File: src/hdl/trt_pkg.sv
// Shared types, constants and codes for the transaction retransmit table.
package trt_pkg;

   // Table geometry
   localparam int SLOTS = 8;
   localparam int SLOT_W = (SLOTS > 1) ? $clog2(SLOTS) : 1;

   // Field widths
   localparam int HANDLE_W = 4;
   localparam int BYTE_W = 8;
   localparam int RETRY_W = 4;
   localparam int PERIOD_W = 24;
   localparam int CSR_IDX_W = 1;
   localparam int CSR_DATA_W = 24;

   // Command queue between front and back
   localparam int QDEPTH = 2;
   localparam int QPTR_W = (QDEPTH > 1) ? $clog2(QDEPTH) : 1;
   localparam int QCNT_W = $clog2(QDEPTH + 1);

   // Special handles
   localparam logic [HANDLE_W-1:0] NEW_TXN_HANDLE = 4'd8;
   localparam logic [HANDLE_W-1:0] RETIRED_HANDLE = 4'd9;

   // Limits and reset values
   localparam logic [PERIOD_W-1:0] ELAPSED_MAX = 24'hFFFFFF;
   localparam logic [PERIOD_W-1:0] RETX_PERIOD_RESET = 24'd750000;
   localparam logic [RETRY_W-1:0] MAX_RETRIES_RESET = 4'd10;
   localparam logic [RETRY_W-1:0] RETRY_MAX = 4'd15;

   // Register indexes
   localparam logic [CSR_IDX_W-1:0] CSR_RETX_PERIOD = 1'd0;
   localparam logic [CSR_IDX_W-1:0] CSR_MAX_RETRIES = 1'd1;

   // Item modes
   localparam logic [1:0] MODE_TICK = 2'd0;
   localparam logic [1:0] MODE_SERVICE = 2'd1;
   localparam logic [1:0] MODE_REPLY = 2'd2;
   localparam logic [1:0] MODE_REQUEST = 2'd3;

   // Result status
   localparam logic [1:0] STATUS_NONE = 2'd0;
   localparam logic [1:0] STATUS_SEND = 2'd1;
   localparam logic [1:0] STATUS_EXPIRED = 2'd2;
   localparam logic [1:0] STATUS_ANSWER = 2'd3;

   // Request handle classes
   localparam logic [1:0] HK_ALLOC = 2'd0;
   localparam logic [1:0] HK_DONE = 2'd1;
   localparam logic [1:0] HK_POLL = 2'd2;
   localparam logic [1:0] HK_NONE = 2'd3;

   typedef struct packed {
      logic [1:0] mode;
      logic [HANDLE_W-1:0] handle;
      logic [BYTE_W-1:0] node_id;
      logic [BYTE_W-1:0] length;
      logic [BYTE_W-1:0] reply_slot;
   } req_type;

   typedef struct packed {
      logic [1:0] status;
      logic [HANDLE_W-1:0] slot;
      logic [BYTE_W-1:0] send_node;
      logic [BYTE_W-1:0] send_length;
   } rsp_type;

   typedef struct packed {
      logic [1:0] op;
      logic [1:0] hkind;
      logic reply_hit;
      logic [SLOT_W-1:0] idx;
      logic [BYTE_W-1:0] node;
      logic [BYTE_W-1:0] length;
   } cmd_type;

   typedef struct packed {
      logic [PERIOD_W-1:0] retx_period;
      logic [RETRY_W-1:0] max_retries;
   } cfg_type;

endpackage

File: src/hdl/trt_front.sv
// Front end: accepts items and decodes them into table commands.
module trt_front (
   input logic req_valid,
   output logic req_ready,
   input trt_pkg::req_type req_data,
   input logic q_full,
   output logic q_push,
   output trt_pkg::cmd_type q_cmd
);
   import trt_pkg::*;

   logic handle_in_table;
   logic reply_in_table;

   assign req_ready = !q_full;
   assign q_push = req_valid && !q_full;

   assign handle_in_table = 32'(req_data.handle) < SLOTS;
   assign reply_in_table = 32'(req_data.reply_slot) < SLOTS;

   always_comb begin
      q_cmd.op = req_data.mode;
      q_cmd.node = req_data.node_id;
      q_cmd.length = req_data.length;
      q_cmd.reply_hit = reply_in_table;
      // special handles decode ahead of slot numbers
      priority if (req_data.handle == NEW_TXN_HANDLE) begin
         q_cmd.hkind = HK_ALLOC;
      end else if (req_data.handle == RETIRED_HANDLE) begin
         q_cmd.hkind = HK_DONE;
      end else if (handle_in_table) begin
         q_cmd.hkind = HK_POLL;
      end else begin
         q_cmd.hkind = HK_NONE;
      end
      if (req_data.mode == MODE_REPLY) begin
         q_cmd.idx = req_data.reply_slot[SLOT_W-1:0];
      end else begin
         q_cmd.idx = req_data.handle[SLOT_W-1:0];
      end
   end

endmodule

File: src/hdl/trt_queue.sv
// Short command queue between the front end and the table engine.
module trt_queue (
   input logic clock,
   input logic reset,
   input logic push,
   input trt_pkg::cmd_type push_cmd,
   output logic full,
   input logic pop,
   output logic valid,
   output trt_pkg::cmd_type head
);
   import trt_pkg::*;

   cmd_type mem_ff [QDEPTH];
   logic [QPTR_W-1:0] wr_ptr_ff, wr_ptr_in;
   logic [QPTR_W-1:0] rd_ptr_ff, rd_ptr_in;
   logic [QCNT_W-1:0] count_ff, count_in;
   logic do_push, do_pop;

   assign full = count_ff == QCNT_W'(QDEPTH);
   assign valid = count_ff != '0;
   assign head = mem_ff[rd_ptr_ff];
   assign do_push = push && !full;
   assign do_pop = pop && valid;

   always_comb begin
      wr_ptr_in = wr_ptr_ff;
      rd_ptr_in = rd_ptr_ff;
      count_in = count_ff;
      if (do_push) begin
         wr_ptr_in = (wr_ptr_ff == QPTR_W'(QDEPTH - 1)) ? '0 : wr_ptr_ff + 1'b1;
      end
      if (do_pop) begin
         rd_ptr_in = (rd_ptr_ff == QPTR_W'(QDEPTH - 1)) ? '0 : rd_ptr_ff + 1'b1;
      end
      if (do_push && !do_pop) begin
         count_in = count_ff + 1'b1;
      end else if (do_pop && !do_push) begin
         count_in = count_ff - 1'b1;
      end
   end

   always_ff @(posedge clock) begin
      if (reset) begin
         wr_ptr_ff <= '0;
         rd_ptr_ff <= '0;
         count_ff <= '0;
      end else begin
         wr_ptr_ff <= wr_ptr_in;
         rd_ptr_ff <= rd_ptr_in;
         count_ff <= count_in;
      end
   end

   always_ff @(posedge clock) begin
      if (do_push) begin
         mem_ff[wr_ptr_ff] <= push_cmd;
      end
   end

endmodule

File: src/hdl/trt_back.sv
// Table engine: slot state, elapsed timer, round-robin service scan, result register.
module trt_back (
   input logic clock,
   input logic reset,
   input trt_pkg::cfg_type cfg,
   input logic q_valid,
   output logic q_pop,
   input trt_pkg::cmd_type q_cmd,
   output logic rsp_valid,
   input logic rsp_ready,
   output trt_pkg::rsp_type rsp_data
);
   import trt_pkg::*;

   localparam logic ST_IDLE = 1'b0;
   localparam logic ST_SCAN = 1'b1;

   logic state_ff, state_in;
   logic [SLOT_W-1:0] ptr_ff, ptr_in;
   logic [SLOT_W-1:0] cnt_ff, cnt_in;
   logic [PERIOD_W-1:0] elapsed_ff, elapsed_in;
   logic in_flight_ff, in_flight_in;
   logic [SLOTS-1:0] used_ff, used_in;
   logic [SLOTS-1:0] done_ff, done_in;
   logic [SLOTS-1:0] tout_ff, tout_in;
   logic [RETRY_W-1:0] retry_ff [SLOTS];
   logic [RETRY_W-1:0] retry_in [SLOTS];
   logic [BYTE_W-1:0] node_ff [SLOTS];
   logic [BYTE_W-1:0] len_ff [SLOTS];
   logic rsp_valid_ff, rsp_valid_in;
   rsp_type rsp_data_ff, rsp_data_in;

   logic load;
   logic can_issue;
   logic wr_en;
   logic free_found;
   logic [SLOT_W-1:0] free_idx;
   logic [SLOT_W-1:0] ptr_next;

   assign can_issue = !rsp_valid_ff || rsp_ready;
   assign rsp_valid = rsp_valid_ff;
   assign rsp_data = rsp_data_ff;
   assign ptr_next = (ptr_ff == SLOT_W'(SLOTS - 1)) ? '0 : ptr_ff + 1'b1;

   // lowest unused slot
   always_comb begin
      free_found = 1'b0;
      free_idx = '0;
      for (int i = SLOTS - 1; i >= 0; i--) begin
         if (!used_ff[i]) begin
            free_found = 1'b1;
            free_idx = SLOT_W'(i);
         end
      end
   end

   always_comb begin
      state_in = state_ff;
      ptr_in = ptr_ff;
      cnt_in = cnt_ff;
      elapsed_in = elapsed_ff;
      in_flight_in = in_flight_ff;
      used_in = used_ff;
      done_in = done_ff;
      tout_in = tout_ff;
      retry_in = retry_ff;
      rsp_data_in = '0;
      load = 1'b0;
      q_pop = 1'b0;
      wr_en = 1'b0;

      unique case (state_ff)
         ST_IDLE: begin
            if (q_valid && can_issue) begin
               q_pop = 1'b1;
               unique case (q_cmd.op)
                  MODE_TICK: begin
                     load = 1'b1;
                     if (elapsed_ff != ELAPSED_MAX) begin
                        elapsed_in = elapsed_ff + 1'b1;
                     end
                  end
                  MODE_SERVICE: begin
                     if (!(elapsed_ff > cfg.retx_period) && in_flight_ff) begin
                        load = 1'b1;
                     end else begin
                        elapsed_in = '0;
                        cnt_in = '0;
                        state_in = ST_SCAN;
                     end
                  end
                  MODE_REPLY: begin
                     load = 1'b1;
                     in_flight_in = 1'b0;
                     if (q_cmd.reply_hit) begin
                        done_in[q_cmd.idx] = 1'b1;
                        used_in[q_cmd.idx] = 1'b0;
                        retry_in[q_cmd.idx] = '0;
                     end
                  end
                  MODE_REQUEST: begin
                     load = 1'b1;
                     rsp_data_in.status = STATUS_ANSWER;
                     rsp_data_in.slot = NEW_TXN_HANDLE;
                     unique case (q_cmd.hkind)
                        HK_ALLOC: begin
                           if (free_found) begin
                              wr_en = 1'b1;
                              used_in[free_idx] = 1'b1;
                              done_in[free_idx] = 1'b0;
                              tout_in[free_idx] = 1'b0;
                              retry_in[free_idx] = '0;
                              rsp_data_in.slot = HANDLE_W'(free_idx);
                           end
                        end
                        HK_POLL: begin
                           priority if (tout_ff[q_cmd.idx]) begin
                              tout_in[q_cmd.idx] = 1'b0;
                              used_in[q_cmd.idx] = 1'b0;
                           end else if (done_ff[q_cmd.idx]) begin
                              used_in[q_cmd.idx] = 1'b0;
                              rsp_data_in.slot = RETIRED_HANDLE;
                           end else begin
                              rsp_data_in.slot = HANDLE_W'(q_cmd.idx);
                           end
                        end
                        HK_DONE, HK_NONE: begin
                        end
                        default: begin
                        end
                     endcase
                  end
                  default: begin
                  end
               endcase
            end
         end
         ST_SCAN: begin
            if (used_ff[ptr_ff] && !done_ff[ptr_ff]) begin
               load = 1'b1;
               state_in = ST_IDLE;
               rsp_data_in.slot = HANDLE_W'(ptr_ff);
               if (retry_ff[ptr_ff] > cfg.max_retries) begin
                  // expire; pointer stays on the slot
                  rsp_data_in.status = STATUS_EXPIRED;
                  used_in[ptr_ff] = 1'b0;
                  done_in[ptr_ff] = 1'b0;
                  tout_in[ptr_ff] = 1'b1;
                  retry_in[ptr_ff] = '0;
               end else begin
                  rsp_data_in.status = STATUS_SEND;
                  rsp_data_in.send_node = node_ff[ptr_ff];
                  rsp_data_in.send_length = len_ff[ptr_ff];
                  if (retry_ff[ptr_ff] != RETRY_MAX) begin
                     retry_in[ptr_ff] = retry_ff[ptr_ff] + 1'b1;
                  end
                  ptr_in = ptr_next;
                  in_flight_in = 1'b1;
               end
            end else begin
               ptr_in = ptr_next;
               if (cnt_ff == SLOT_W'(SLOTS - 1)) begin
                  // went all the way round, nothing open
                  load = 1'b1;
                  state_in = ST_IDLE;
               end else begin
                  cnt_in = cnt_ff + 1'b1;
               end
            end
         end
         default: begin
            state_in = ST_IDLE;
         end
      endcase

      if (load) begin
         rsp_valid_in = 1'b1;
      end else if (rsp_ready) begin
         rsp_valid_in = 1'b0;
      end else begin
         rsp_valid_in = rsp_valid_ff;
      end
   end

   always_ff @(posedge clock) begin
      if (reset) begin
         state_ff <= ST_IDLE;
         ptr_ff <= '0;
         cnt_ff <= '0;
         elapsed_ff <= '0;
         in_flight_ff <= 1'b0;
         used_ff <= '0;
         done_ff <= '0;
         tout_ff <= '0;
         rsp_valid_ff <= 1'b0;
         for (int i = 0; i < SLOTS; i++) begin
            retry_ff[i] <= '0;
         end
      end else begin
         state_ff <= state_in;
         ptr_ff <= ptr_in;
         cnt_ff <= cnt_in;
         elapsed_ff <= elapsed_in;
         in_flight_ff <= in_flight_in;
         used_ff <= used_in;
         done_ff <= done_in;
         tout_ff <= tout_in;
         rsp_valid_ff <= rsp_valid_in;
         retry_ff <= retry_in;
      end
   end

   always_ff @(posedge clock) begin
      if (load) begin
         rsp_data_ff <= rsp_data_in;
      end
      if (wr_en) begin
         node_ff[free_idx] <= q_cmd.node;
         len_ff[free_idx] <= q_cmd.length;
      end
   end

endmodule

File: src/hdl/transaction_retransmit_table.sv
// Top level of the transaction retransmit table: register port, front end, queue, engine.
//
// The block tracks up to SLOTS outstanding request/response transactions and
// issues each again until a reply completes it or it runs out of retries.
// Each item gives exactly one result item. Items enter through a front end
// that decodes them into commands and parks them in a two-entry queue, so
// req_ready stays high while the queue has room even when the result side
// stalls. The engine behind the queue retires a tick, reply or request call
// straight from idle. A service scan walks the slot table one slot per cycle
// from the round-robin pointer after a launch step, visiting 1 to SLOTS
// slots; a scan that is skipped (period not yet elapsed with a send in
// flight) stays in idle. A result sits in the rsp_ register until taken;
// the engine starts the next command in the cycle the result is accepted.
// Registers: index 0 is the retransmission period in ticks (24 bits, reset
// 750000); index 1 is the retry limit (4 bits, reset 10). Write them only
// while the block is idle. Node id and length of a slot read as undefined
// until the slot is first allocated.
module transaction_retransmit_table (
   input logic clock,
   input logic reset,
   input logic req_valid,
   output logic req_ready,
   input trt_pkg::req_type req_data,
   output logic rsp_valid,
   input logic rsp_ready,
   output trt_pkg::rsp_type rsp_data,
   input logic csr_we,
   input logic [trt_pkg::CSR_IDX_W-1:0] csr_index,
   input logic [trt_pkg::CSR_DATA_W-1:0] csr_wdata
);
   import trt_pkg::*;

   // configuration registers
   cfg_type cfg_ff, cfg_in;

   // front end to queue
   logic q_push;
   logic q_full;
   cmd_type push_cmd;

   // queue to engine
   logic q_valid;
   logic q_pop;
   cmd_type q_head;

   always_comb begin
      cfg_in = cfg_ff;
      if (csr_we) begin
         if (csr_index == CSR_RETX_PERIOD) begin
            cfg_in.retx_period = csr_wdata[PERIOD_W-1:0];
         end else if (csr_index == CSR_MAX_RETRIES) begin
            cfg_in.max_retries = csr_wdata[RETRY_W-1:0];
         end
      end
   end

   always_ff @(posedge clock) begin
      if (reset) begin
         cfg_ff.retx_period <= RETX_PERIOD_RESET;
         cfg_ff.max_retries <= MAX_RETRIES_RESET;
      end else begin
         cfg_ff <= cfg_in;
      end
   end

   // decode each item into a table command
   trt_front u_front (
      .req_valid(req_valid),
      .req_ready(req_ready),
      .req_data(req_data),
      .q_full(q_full),
      .q_push(q_push),
      .q_cmd(push_cmd)
   );

   // decouples intake from the engine
   trt_queue u_queue (
      .clock(clock),
      .reset(reset),
      .push(q_push),
      .push_cmd(push_cmd),
      .full(q_full),
      .pop(q_pop),
      .valid(q_valid),
      .head(q_head)
   );

   // slot table, timer, scan and result register
   trt_back u_back (
      .clock(clock),
      .reset(reset),
      .cfg(cfg_ff),
      .q_valid(q_valid),
      .q_pop(q_pop),
      .q_cmd(q_head),
      .rsp_valid(rsp_valid),
      .rsp_ready(rsp_ready),
      .rsp_data(rsp_data)
   );

endmodule

File: config.mk
export PLATFORM = sky130hd
export DESIGN_NAME = transaction_retransmit_table
export DESIGN_NICKNAME = d
export VERILOG_FILES = /design/src/hdl/trt_pkg.sv /design/src/hdl/trt_front.sv /design/src/hdl/trt_queue.sv /design/src/hdl/trt_back.sv /design/src/hdl/transaction_retransmit_table.sv
export SDC_FILE = /design/constraint.sdc
export NUM_CORES = 1
export LEC_CHECK = 0
export BUFFER_PORTS_ARGS = -buffer_cell sky130_fd_sc_hd__buf_2
export CAP_MARGIN = 40
export CORE_ASPECT_RATIO = 1.4
export CORE_MARGIN = 2
export CORE_UTILIZATION = 50
export DETAILED_ROUTE_END_ITERATION = 12
export GPL_ROUTABILITY_DRIVEN = 0
export PLACE_DENSITY_LB_ADDON = 0.25
export SLEW_MARGIN = 20
export SYNTH_ARGS = -nofsm -noshare
export SYNTH_HDL_FRONTEND = slang
export SYNTH_HIERARCHICAL = 1
export SYNTH_SLANG_ARGS = --single-unit
File: constraint.sdc
create_clock -name clock -period 7.45 [get_ports clock]
set_input_delay 0.745 -clock clock [delete_from_list [all_inputs] [get_ports clock]]
set_output_delay 0.745 -clock clock [all_outputs]
set_load 0.02 [all_outputs]
# Yosys cells after proc, flatten, opt, wreduce, memory -nomap -nowiden
# Memories as Yosys holds them, arrays and structs flattened. A register that Yosys moved wholly into a read port is not among the register bits.
# Cells that the tools add are included.
[op_classes] addsub=8 order_cmp=16 eq_ne=36 n_mux=141 n_bitwise=24 reduce_logical=39
[op_table] operator="$mux 32" n=7
[op_table] operator="$mux 8" n=19
[op_table] operator="$pmux 32 s2" n=2
[op_table] operator="$pmux 8 s2" n=7
[op_table] operator="$and 32x32->32" n=3
[op_table] operator="$not 32->32" n=3
[op_table] operator="$mux 3" n=21
[op_table] operator="$and 8x8->8" n=6
[op_table] operator="$mux 24" n=2
[op_table] operator="$pmux 24 s2" n=1
[op_table] operator="$mux 1" n=46
[op_table] operator="$demux 4 s3" n=3
[op_table] operator="$bwmux 32" n=1
[op_table] operator="$mux 4" n=8
[op_table] operator="$add 24x1->24 const B" n=1
[op_table] operator="$gt 24x24->1" n=1
[op_table] operator="$ne 24x24->1 const B" n=1
[op_table] operator="$not 8->8" n=3
[op_table] operator="$or 8x8->8" n=3
[op_table] operator="$mux 22" n=1
[op_table] operator="$ne 2x2->1 const B" n=11
[op_table] operator="$reduce_and 7->1" n=3
[op_table] operator="$mux 16" n=1
[op_table] operator="$ne 3x3->1 const B" n=5
[op_table] operator="42 further kinds" n=105
[word_totals] register_bits=143 mem_bits_rw=176 input_bits=60 output_inout_bits=24 elab_cells=293 mem_count=3
[memory_table] name="u_back.len_ff" words=8 width=8 rd=1 rd_clocked_by_memory_dff=1 wr=1 line="trt_back.sv:29" text="logic [BYTE_W-1:0] len_ff [SLOTS];"
[memory_table] name="u_back.node_ff" words=8 width=8 rd=1 rd_clocked_by_memory_dff=1 wr=1 line="trt_back.sv:28" text="logic [BYTE_W-1:0] node_ff [SLOTS];"
[memory_table] name="u_queue.mem_ff" words=2 width=24 rd=1 rd_clocked_by_memory_dff=1 wr=1 line="trt_queue.sv:14" text="cmd_type mem_ff [QDEPTH];"

# Logic depth before layout (Yosys ltp)
# Gate-level depths: netlist (run 1).
[depth] depth_word=20 mapped_depth=16

# Cells and area by module
# Netlist (run 1), hierarchy kept.
[modules_own_cells] mod="trt_back" instances=1 cells_each=1004 area_each_um2=11639.9 seq_area_each_um2=6346.1
[modules_own_cells] mod="trt_queue" instances=1 cells_each=100 area_each_um2=1946.9 seq_area_each_um2=1541.5
[modules_own_cells] mod="transaction_retransmit_table" instances=1 cells_each=120 area_each_um2=1216.2 seq_area_each_um2=560.5
[modules_own_cells] mod="trt_front" instances=1 cells_each=30 area_each_um2=220.2 seq_area_each_um2=0.0

# Least setup slack after synthesis (run 1)
# OpenSTA, ideal clock, no wires.
[synth_timing] kind="register -> register" start="reg (tool-made name)" end="mem u_back.len_ff[2][0] (enable)" setup_time_ns=0.412 t_arrival_ns=3.249 t_required_ns=7.038 setup_slack_ns=3.789 path_stages_with_launch=11 path_cell_list="dfxtp_1 buf_2 buf_2 mux2_2 clkbuf_1 and2_1 clkbuf_1 nand4_1 or2_2 clkbuf_1 nor3_1"
[synth_rtl] element="end, declared" line="trt_back.sv:29"

# Final worst setup path (run 1)
[layout_timing] start="reg u_back.ptr_ff[2]" end="reg u_back/retry_ff[3] (netlist name)"
[layout_via] elab_chain_len=10 elab_cells_between_ends=28
[layout_lines] element="start, declared" line="trt_back.sv:19" text="logic [SLOT_W-1:0] ptr_ff, ptr_in;"
[layout_lines] element="start signal, assigned" line="trt_back.sv:201" text="ptr_ff <= ptr_in;"
[layout_lines] element="$not 3->4 (not written as such)"
[layout_lines] element="$bmux 4 s3, or another cell as far along" line="trt_back.sv:143, trt_back.sv:154, trt_back.sv:155"
[layout_lines] element="$mux 4 (not written as such) / $logic_and 1x1->1 (equally long branches)"
[layout_lines] element="$mux 4, on equally long branches"
[layout_lines] element="$add 4x1->4 / $demux 4 s3 (equally long branches)" line="trt_back.sv:155, trt_back.sv:149"
[layout_lines] element="$bwmux 32 / $not 32->32 (equally long branches)"
[layout_lines] element="$mux 32 / $and 32x32->32 (equally long branches)"
[layout_lines] element="$mux 32" line="trt_back.sv:143" text="if (retry_ff[ptr_ff] > cfg.max_retries) begin"
[layout_lines] element="$mux 32" line="trt_back.sv:139" text="if (used_ff[ptr_ff] && !done_ff[ptr_ff]) begin"
[layout_lines] element="$pmux 32 s2" line="trt_back.sv:72" text="unique case (state_ff)"
[layout_lines] element="end signal, assigned" line="trt_back.sv:209" text="retry_ff <= retry_in;"
[layout_lines] element="end, declared" line="trt_back.sv:26" text="logic [RETRY_W-1:0] retry_ff [SLOTS];"
# Parallel ways exist; a longest one is shown, timed or not. The select of a mux whose other input is x is not followed.
# A chain may end at the register's enable or synchronous reset.

==> results.py, run 1 <==
metrics = {
    "placement": {
        "io_buffers": 83,
        "dp_hpwl_um": 24300,
    },
    "detailed_routing": {
        "wl_um": 34800,
        "drc": 0,
        "first_pass_iters": 8,
        "drt_iter0_drc": 793,
        "via_per_inst": 5.96,
        "post_drt_wl_per_cell_um": 20.2,
        "vias": 10300,
        "ant_nets": 0,
    },
    "floorplan": {
        "die_x_um": 150,
        "die_y_um": 209,
        "initial_core_util": 0.505,
        "core_area_mm2": 0.0297,
        "io_pins": 84,
        "rows": 75,
        "dieArea_mm2": 0.0315,
    },
    "final_layout": {
        "area_delta_synth_final_pct": 11.3,
        "final_net_count": 1405,
        "regArea_mm2": 0.00845,
        "multi_input_area_mm2": 0.00587,
        "drive_above_1_share": 0.188,
        "antenna_cells": 0,
        "fillers": 2465,
    },
    "cts": {
        "cts_setup_buffers": 0,
        "path_clk_slew_ps": 70,
        "clockBufferDepth": 3,
        "ctsResizeCount": 0,
        "numCtsBuffers": 30,
        "htree_levels": 1,
        "holdBufCountCts": 0,
        "clock_sinks": 323,
        "cts_root_buffer": "clkbuf_16",
        "clock_latency_ps": 570,
        "cts_tree": "yes",
    },
    "critical_path": {
        "r2r-end": "u_back/retry_ff[3]$_SDFFE_PP0P_",
        "path_cells": "buf_8, mux2i_1, nor2_1, a2111oi_2, inv_1, ha_1, and2_1, o21ai_0, a32oi_1, buf_4, nor4_4, nor3_4, a31oi_4, a2bb2o_4",
        "rrSetupSlack_ps": 3020,
        "cpLargestDelayFamily": "compound AO/OA/AOI/OAI gates",
        "cp_slowest_cell": "a2111oi_2",
        "cpPeakStageDelay_ps": 750,
        "arrival_ps": 4900,
        "reg2reg_depth": 14,
        "cp_num_buf_inv": 3,
        "cp-start-kind": "flop",
        "r2r-start": "u_back/ptr_ff[2]$_SDFFE_PP0N_",
        "required_ps": 7920,
        "crit_type": "flop to flop",
        "cp_max_fo": 24,
        "end_kind": "flop",
    },
    "global_routing": {
        "grt_max_degree": 68,
        "grtUsageTotal": 0.223,
        "grt_pass1_wl_um": 55000,
        "grt_overflow": 0,
        "antenna_found_initial": 1,
        "grt_pass1_vias": 10100,
    },
    "pwr": {
        "p_int_uw": 3320,
        "power_frac_seq": 0.463,
        "pwr-share-comb": 0.215,
        "clkPwrFrac": 0.322,
        "switching_power_uw": 1400,
        "power.leakage_uw": 0.00581,
        "peakVddDrop_uv": 140,
        "switching_share": 0.297,
        "p_per_area_mw_per_mm2": 283,
    },
    "min_path": {
        "hp-class": "input port to flop",
        "whs_path_depth": 1,
        "hp-start": "req_data[10]",
        "hold-path-endpoint": "u_queue/mem_ff[1][2]$_DFFE_PP_",
    },
    "sta": {
        "finalClockSkew_ps": 21.5,
        "min_period_ps": 4430,
        "setup_viol": 0,
        "rsz0062_at_grt": "false",
        "drv_slew": 0,
        "finalSetupTns_ps": 0,
        "fmaxAchievable_mhz": 226,
        "worst_pin_slew_ps": 827,
        "hold_viol_final": 0,
        "whs_ps": 366,
        "fin_crit_sh": 0.595,
        "slew_headroom": 0.443,
    },
    "yosys": {
        "synth-main-ff-cell": "edfxtp_1",
        "syn_area_per_cell_um2": 12.0,
        "ys_async_sr_fraction": 0,
        "syn_nets": 1349,
        "synth_edf_count": 198,
        "syn_area_mm2": 0.0150,
        "ys_seq_area_frac": 0.562,
        "ys_types": 81,
        "synth_cells": 1254,
        "ys_ff_latch": 323,
        "ys_warn_count": 6,
    },
    "status": {
        "status": "completed",
    },
    "job": {
        "maxCapViolCount": 0,
    },
}
[how the worst max path moves through the flow]
stage,start,endpoint,slack [ps],cells after the start
after floorplan,flop,u_back/len_ff[2][0]$_DFFE_PP_,3790,10
after global placement,u_back/ptr_ff[0]$_SDFFE_PP0N_,flop,2460,12
after detailed placement,u_back/ptr_ff[2]$_SDFFE_PP0N_,u_back/retry_ff[3]$_SDFFE_PP0P_,3090,14
after CTS,u_back/ptr_ff[2]$_SDFFE_PP0N_,u_back/retry_ff[3]$_SDFFE_PP0P_,3080,14
after global routing,u_back/ptr_ff[2]$_SDFFE_PP0N_,u_back/ptr_ff[2]$_SDFFE_PP0N_,2750,14
final,u_back/ptr_ff[2]$_SDFFE_PP0N_,u_back/retry_ff[3]$_SDFFE_PP0P_,3020,14
[layout by cell type, fill, tap and decap left out, drive strengths merged, types with 6 or more instances in the layout]
master and instances:
xor2 9, a21oi 75, a211oi 17, and3 16
or3 18, clkbuf 38, a22oi 7, a22o 19
o32ai 11, nand4 18, nand2 69, nand2b 36
inv 64, nor2 98, clkinv 13, edfxtp 198
nand4bb 8, or4 9, mux2i 43, ha 35
and2 14, o211ai 6, nor3 17, a31oi 6
mux4 36, o2bb2ai 6, o21ai 50, nor2b 9
nor3b 7, dfxtp 125, o31ai 10, buf 109
nand3 34, mux2 28
[power by group through the flow]
stage	registers, uW	clock network [uW]	logic [uW]
3_3_place_gp	2230	0	963
4_1_cts	2190	1550	1010
6_report	2190	1520	1020
2_1_floorplan	2280	0	638
3_5_place_dp	2230	0	1010
5_1_grt	2200	1630	1110
[through the flow]
| stage | instances | utilization | total power, uW | cell area [um^2] | worst slack [ps] |
|---|---|---|---|---|---|
| after floorplan | 1254 | - | 2910 | 15000 | 3790 |
| after global placement | 1650 | 0.523 | 3200 | 15600 | 2460 |
| after detailed placement | 1662 | 0.529 | 3240 | 15700 | 3090 |
| after CTS | 1718 | 0.562 | 4760 | 16700 | 3080 |
| after global routing | 1719 | 0.562 | 4930 | 16700 | 2750 |
| final | 1719 | 0.562 | 4730 | 16700 | 3020 |
[state kept, by name, indices dropped and copies added, names as in the netlist, 22 cells and up, named ones only]
name               flops
u_back/node_ff        64
cfg_ff                28
u_back/elapsed_ff     24
u_back/len_ff         64
u_queue/mem_ff        48
u_back/rsp_data       22
u_back/retry_ff       32
[cell usage after synthesis, types with 4 or more instances]
cell type / number / area [um^2]
edfxtp_1: 198 / 5950
dfxtp_1: 125 / 2500
nor2_1: 97 / 364
a21oi_1: 69 / 345
nand2_1: 68 / 255
inv_1: 64 / 240
mux2i_1: 43 / 430
clkbuf_1: 39 / 146
o21ai_0: 38 / 190
mux4_2: 36 / 811
nand2b_1: 36 / 225
ha_1: 35 / 438
nand3_1: 34 / 170
mux2_2: 28 / 315
buf_4: 26 / 195
a22o_1: 19 / 166
nand4_1: 18 / 113
or3_1: 18 / 113
a211oi_1: 17 / 128
and3_1: 16 / 100
nor3_1: 15 / 75.1
and2_1: 14 / 87.6
o21ai_1: 12 / 60.1
o32ai_1: 11 / 96.3
buf_2: 10 / 50.1
o31ai_1: 10 / 75.1
or4_1: 9 / 67.6
xor2_1: 9 / 78.8
nand4bb_1: 8 / 90.1
a22oi_1: 7 / 52.6
nor2b_1: 7 / 43.8
nor3b_1: 7 / 52.6
a21oi_2: 6 / 52.6
buf_1: 6 / 22.5
o211ai_1: 6 / 45.0
o2bb2ai_1: 6 / 52.6
a211o_1: 4 / 35.0
a31oi_1: 4 / 25.0
a32oi_1: 4 / 35.0
and3b_1: 4 / 35.0
o22a_1: 4 / 35.0
o41ai_1: 4 / 35.0
or4bb_1: 4 / 45.0
[metal layers]
| metal | track usage | wire, um |
|---|---|---|
| met1 | 0.290 | 14200 |
| met2 | 0.382 | 17300 |
| met3 | 0.0310 | 2130 |
| met4 | 0.0781 | 1130 |
| met5 | 0 | 13 |
[layout make-up]
cell class / count / area share
clock inverter: 19 / 0.0111
multi-input combinational: 780 / 0.351
clock buffer: 37 / 0.0477
inverter: 65 / 0.0146
tap: 385 / 0.0288
timing repair buffer: 110 / 0.0409
sequential: 323 / 0.506
[logic make-up after synthesis]
| logic type | share of synthesized area |
|---|---|
| AOI/OAI and AO/OA | 0.116 |
| adders and majority gates | 0.0291 |
| buffers and inverters | 0.0477 |
| xor gates and xnor gates | 0.00700 |
| muxes | 0.104 |
| and+or+nand+nor | 0.135 |
| DFF | 0.562 |
Power figures use the tool's default switching activity.
==> run 2, diff against run 1 <==
==> constraint.sdc (replaced) <==
create_clock -name clock -period 4.4 [get_ports clock]
set_input_delay 0.44 -clock clock [delete_from_list [all_inputs] [get_ports clock]]
set_output_delay 0.44 -clock clock [all_outputs]
set_load 0.02 [all_outputs]
==> results.py, run 2 (synthesis gave the netlist of run 1 again) <==
metrics = {
    "status": {
        "status": "completed",
    },
    "floorplan": {
        "initial_core_util": 0.505,
        "rows": 75,
        "io_pins": 84,
        "core_area_mm2": 0.0297,
        "die_y_um": 209,
        "die_x_um": 150,
        "dieArea_mm2": 0.0315,
    },
    "sta": {
        "min_period_ps": 3970,
        "finalClockSkew_ps": 14.3,
        "worst_pin_slew_ps": 838,
        "slew_headroom": 0.440,
        "fmaxAchievable_mhz": 252,
        "finalSetupTns_ps": 0,
        "drv_slew": 0,
        "setup_viol": 0,
        "fin_crit_sh": 0.902,
        "hold_viol_final": 0,
        "rsz0062_at_grt": "false",
        "setup_ws_ps": 432,
    },
    "critical_path": {
        "arrival_ps": 4420,
        "end_kind": "flop",
        "required_ps": 4860,
        "cp_max_fo": 18,
        "cp-start-kind": "flop",
        "crit_type": "flop to flop",
    },
    "detailed_routing": {
        "post_drt_wl_per_cell_um": 20.3,
        "drc": 0,
        "wl_met1_um": 14100,
        "routed-wl-met2_um": 17500,
        "top_layer": "met5",
        "dr_wl_met3_um": 2110,
        "via_per_inst": 5.90,
        "first_pass_iters": 6,
        "wl_um": 35000,
        "drt_iter0_drc": 774,
        "vias": 10200,
        "ant_nets": 0,
    },
    "cts": {
        "clockBufferDepth": 3,
        "clock_sinks": 323,
        "htree_levels": 1,
        "clock_latency_ps": 570,
        "ctsResizeCount": 0,
        "cts_setup_buffers": 0,
        "numCtsBuffers": 31,
        "cts_root_buffer": "clkbuf_16",
        "cts_tree": "yes",
        "path_clk_slew_ps": 60,
        "holdBufCountCts": 0,
    },
    "final_layout": {
        "largestRegisters": "u_back/len_ff x64, u_back/node_ff x64, u_queue/mem_ff x48",
        "area_delta_synth_final_pct": 12.3,
        "fillers": 2417,
        "regArea_mm2": 0.00845,
        "multi_input_area_mm2": 0.00587,
        "drive_above_1_share": 0.196,
        "final_net_count": 1412,
        "final_cell_area_mm2": 0.0169,
        "final_cell_mix": "edfxtp_1, dfxtp_1, nor2_1",
        "final_common_cell": "edfxtp_1",
    },
    "global_routing": {
        "grt_max_degree": 58,
        "grt_overflow": 0,
        "antenna_found_initial": 3,
        "grtUsageTotal": 0.224,
        "grt_pass1_wl_um": 55300,
        "grt_pass1_vias": 10100,
    },
    "min_path": {
        "hp-class": "input port to flop",
    },
    "job": {
        "maxCapViolCount": 0,
    },
    "pwr": {
        "peakVddDrop_uv": 266,
        "power.leakage_uw": 0.00590,
        "p_per_area_mw_per_mm2": 493,
    },
    "placement": {
        "placed_area_mm2": 0.0158,
        "dp_hpwl_um": 24400,
        "io_buffers": 83,
        "pre_cts_slack_ps": 529,
    },
}
-- run 2: cell types whose count changed in the layout (fill, tap and decap cells not counted), moves of 2 or more --
cell and delta:
buf_4 +14, buf_8 -6, bufinv_16 +4, clkinv_1 -4
buf_2 -2, clkinv_2 -2, clkinvlp_2 -2, diode_2 +2
-- run 2: layer usage --
layer	GRT usage	up-vias
li1	-	4818
met1	0.279	4944
met2	0.386	347
met3	0.0373	96
met4	0.0891	4
met5	0	-
-- run 2: worst paths after layout --
kind / start / endpoint / slack (ps) / cells past startpoint
max: u_back/ptr_ff[2]$_SDFFE_PP0N_ / u_back/retry_ff[31]$_SDFFE_PP0P_ / 430 / 13
min: req_data[19] / u_queue/mem_ff[0][11]$_DFFE_PP_ / 60 / 1
max reg2reg: u_back/ptr_ff[2]$_SDFFE_PP0N_ / u_back/retry_ff[31]$_SDFFE_PP0P_ / 430 / 13
min reg2reg: cfg_ff[5]$_SDFFE_PP0P_ / cfg_ff[5]$_SDFFE_PP0P_ / 460 / 2
-- run 2: area by class of cell --
cell class,instances,area share
Clock inverter,16,0.0160
Multi-Input combinational cell,780,0.348
Antenna cell,2,0.000297
Timing Repair Buffer,116,0.0417
Inverter,65,0.0145
Tap cell,385,0.0285
Clock buffer,42,0.0503
Sequential cell,323,0.501
-- run 2: critical path, cell delays in order (launching register included) --
cell	delay [ps]
dfxtp_1	650
buf_4	320
nor3b_1	560
a22oi_1	190
o211ai_1	230
ha_1	320
nor2b_1	130
o21ai_0	140
a32oi_1	70
buf_4	190
nor4_4	390
nor3_2	120
nand2b_1	310
a2bb2o_4	240
-- run 2: through the flow --
stage                     cells  hold WS (ps)  utilization  power (uW)
after floorplan            1254           427            -        4930
after global placement     1666           449        0.527        5440
after detailed placement   1669           456        0.530        5490
after CTS                  1727          33.5        0.567        8390
after global routing       1727          42.8        0.567        8680
final                      1729          60.4        0.567        8330
-- run 2: power by group --
group	leakage, uW	internal (uW)	total, uW	switching [uW]
clock	0.000543	1770	2900	1130
combinational	0.00253	554	1720	1160
sequential	0.00282	3610	3710	103
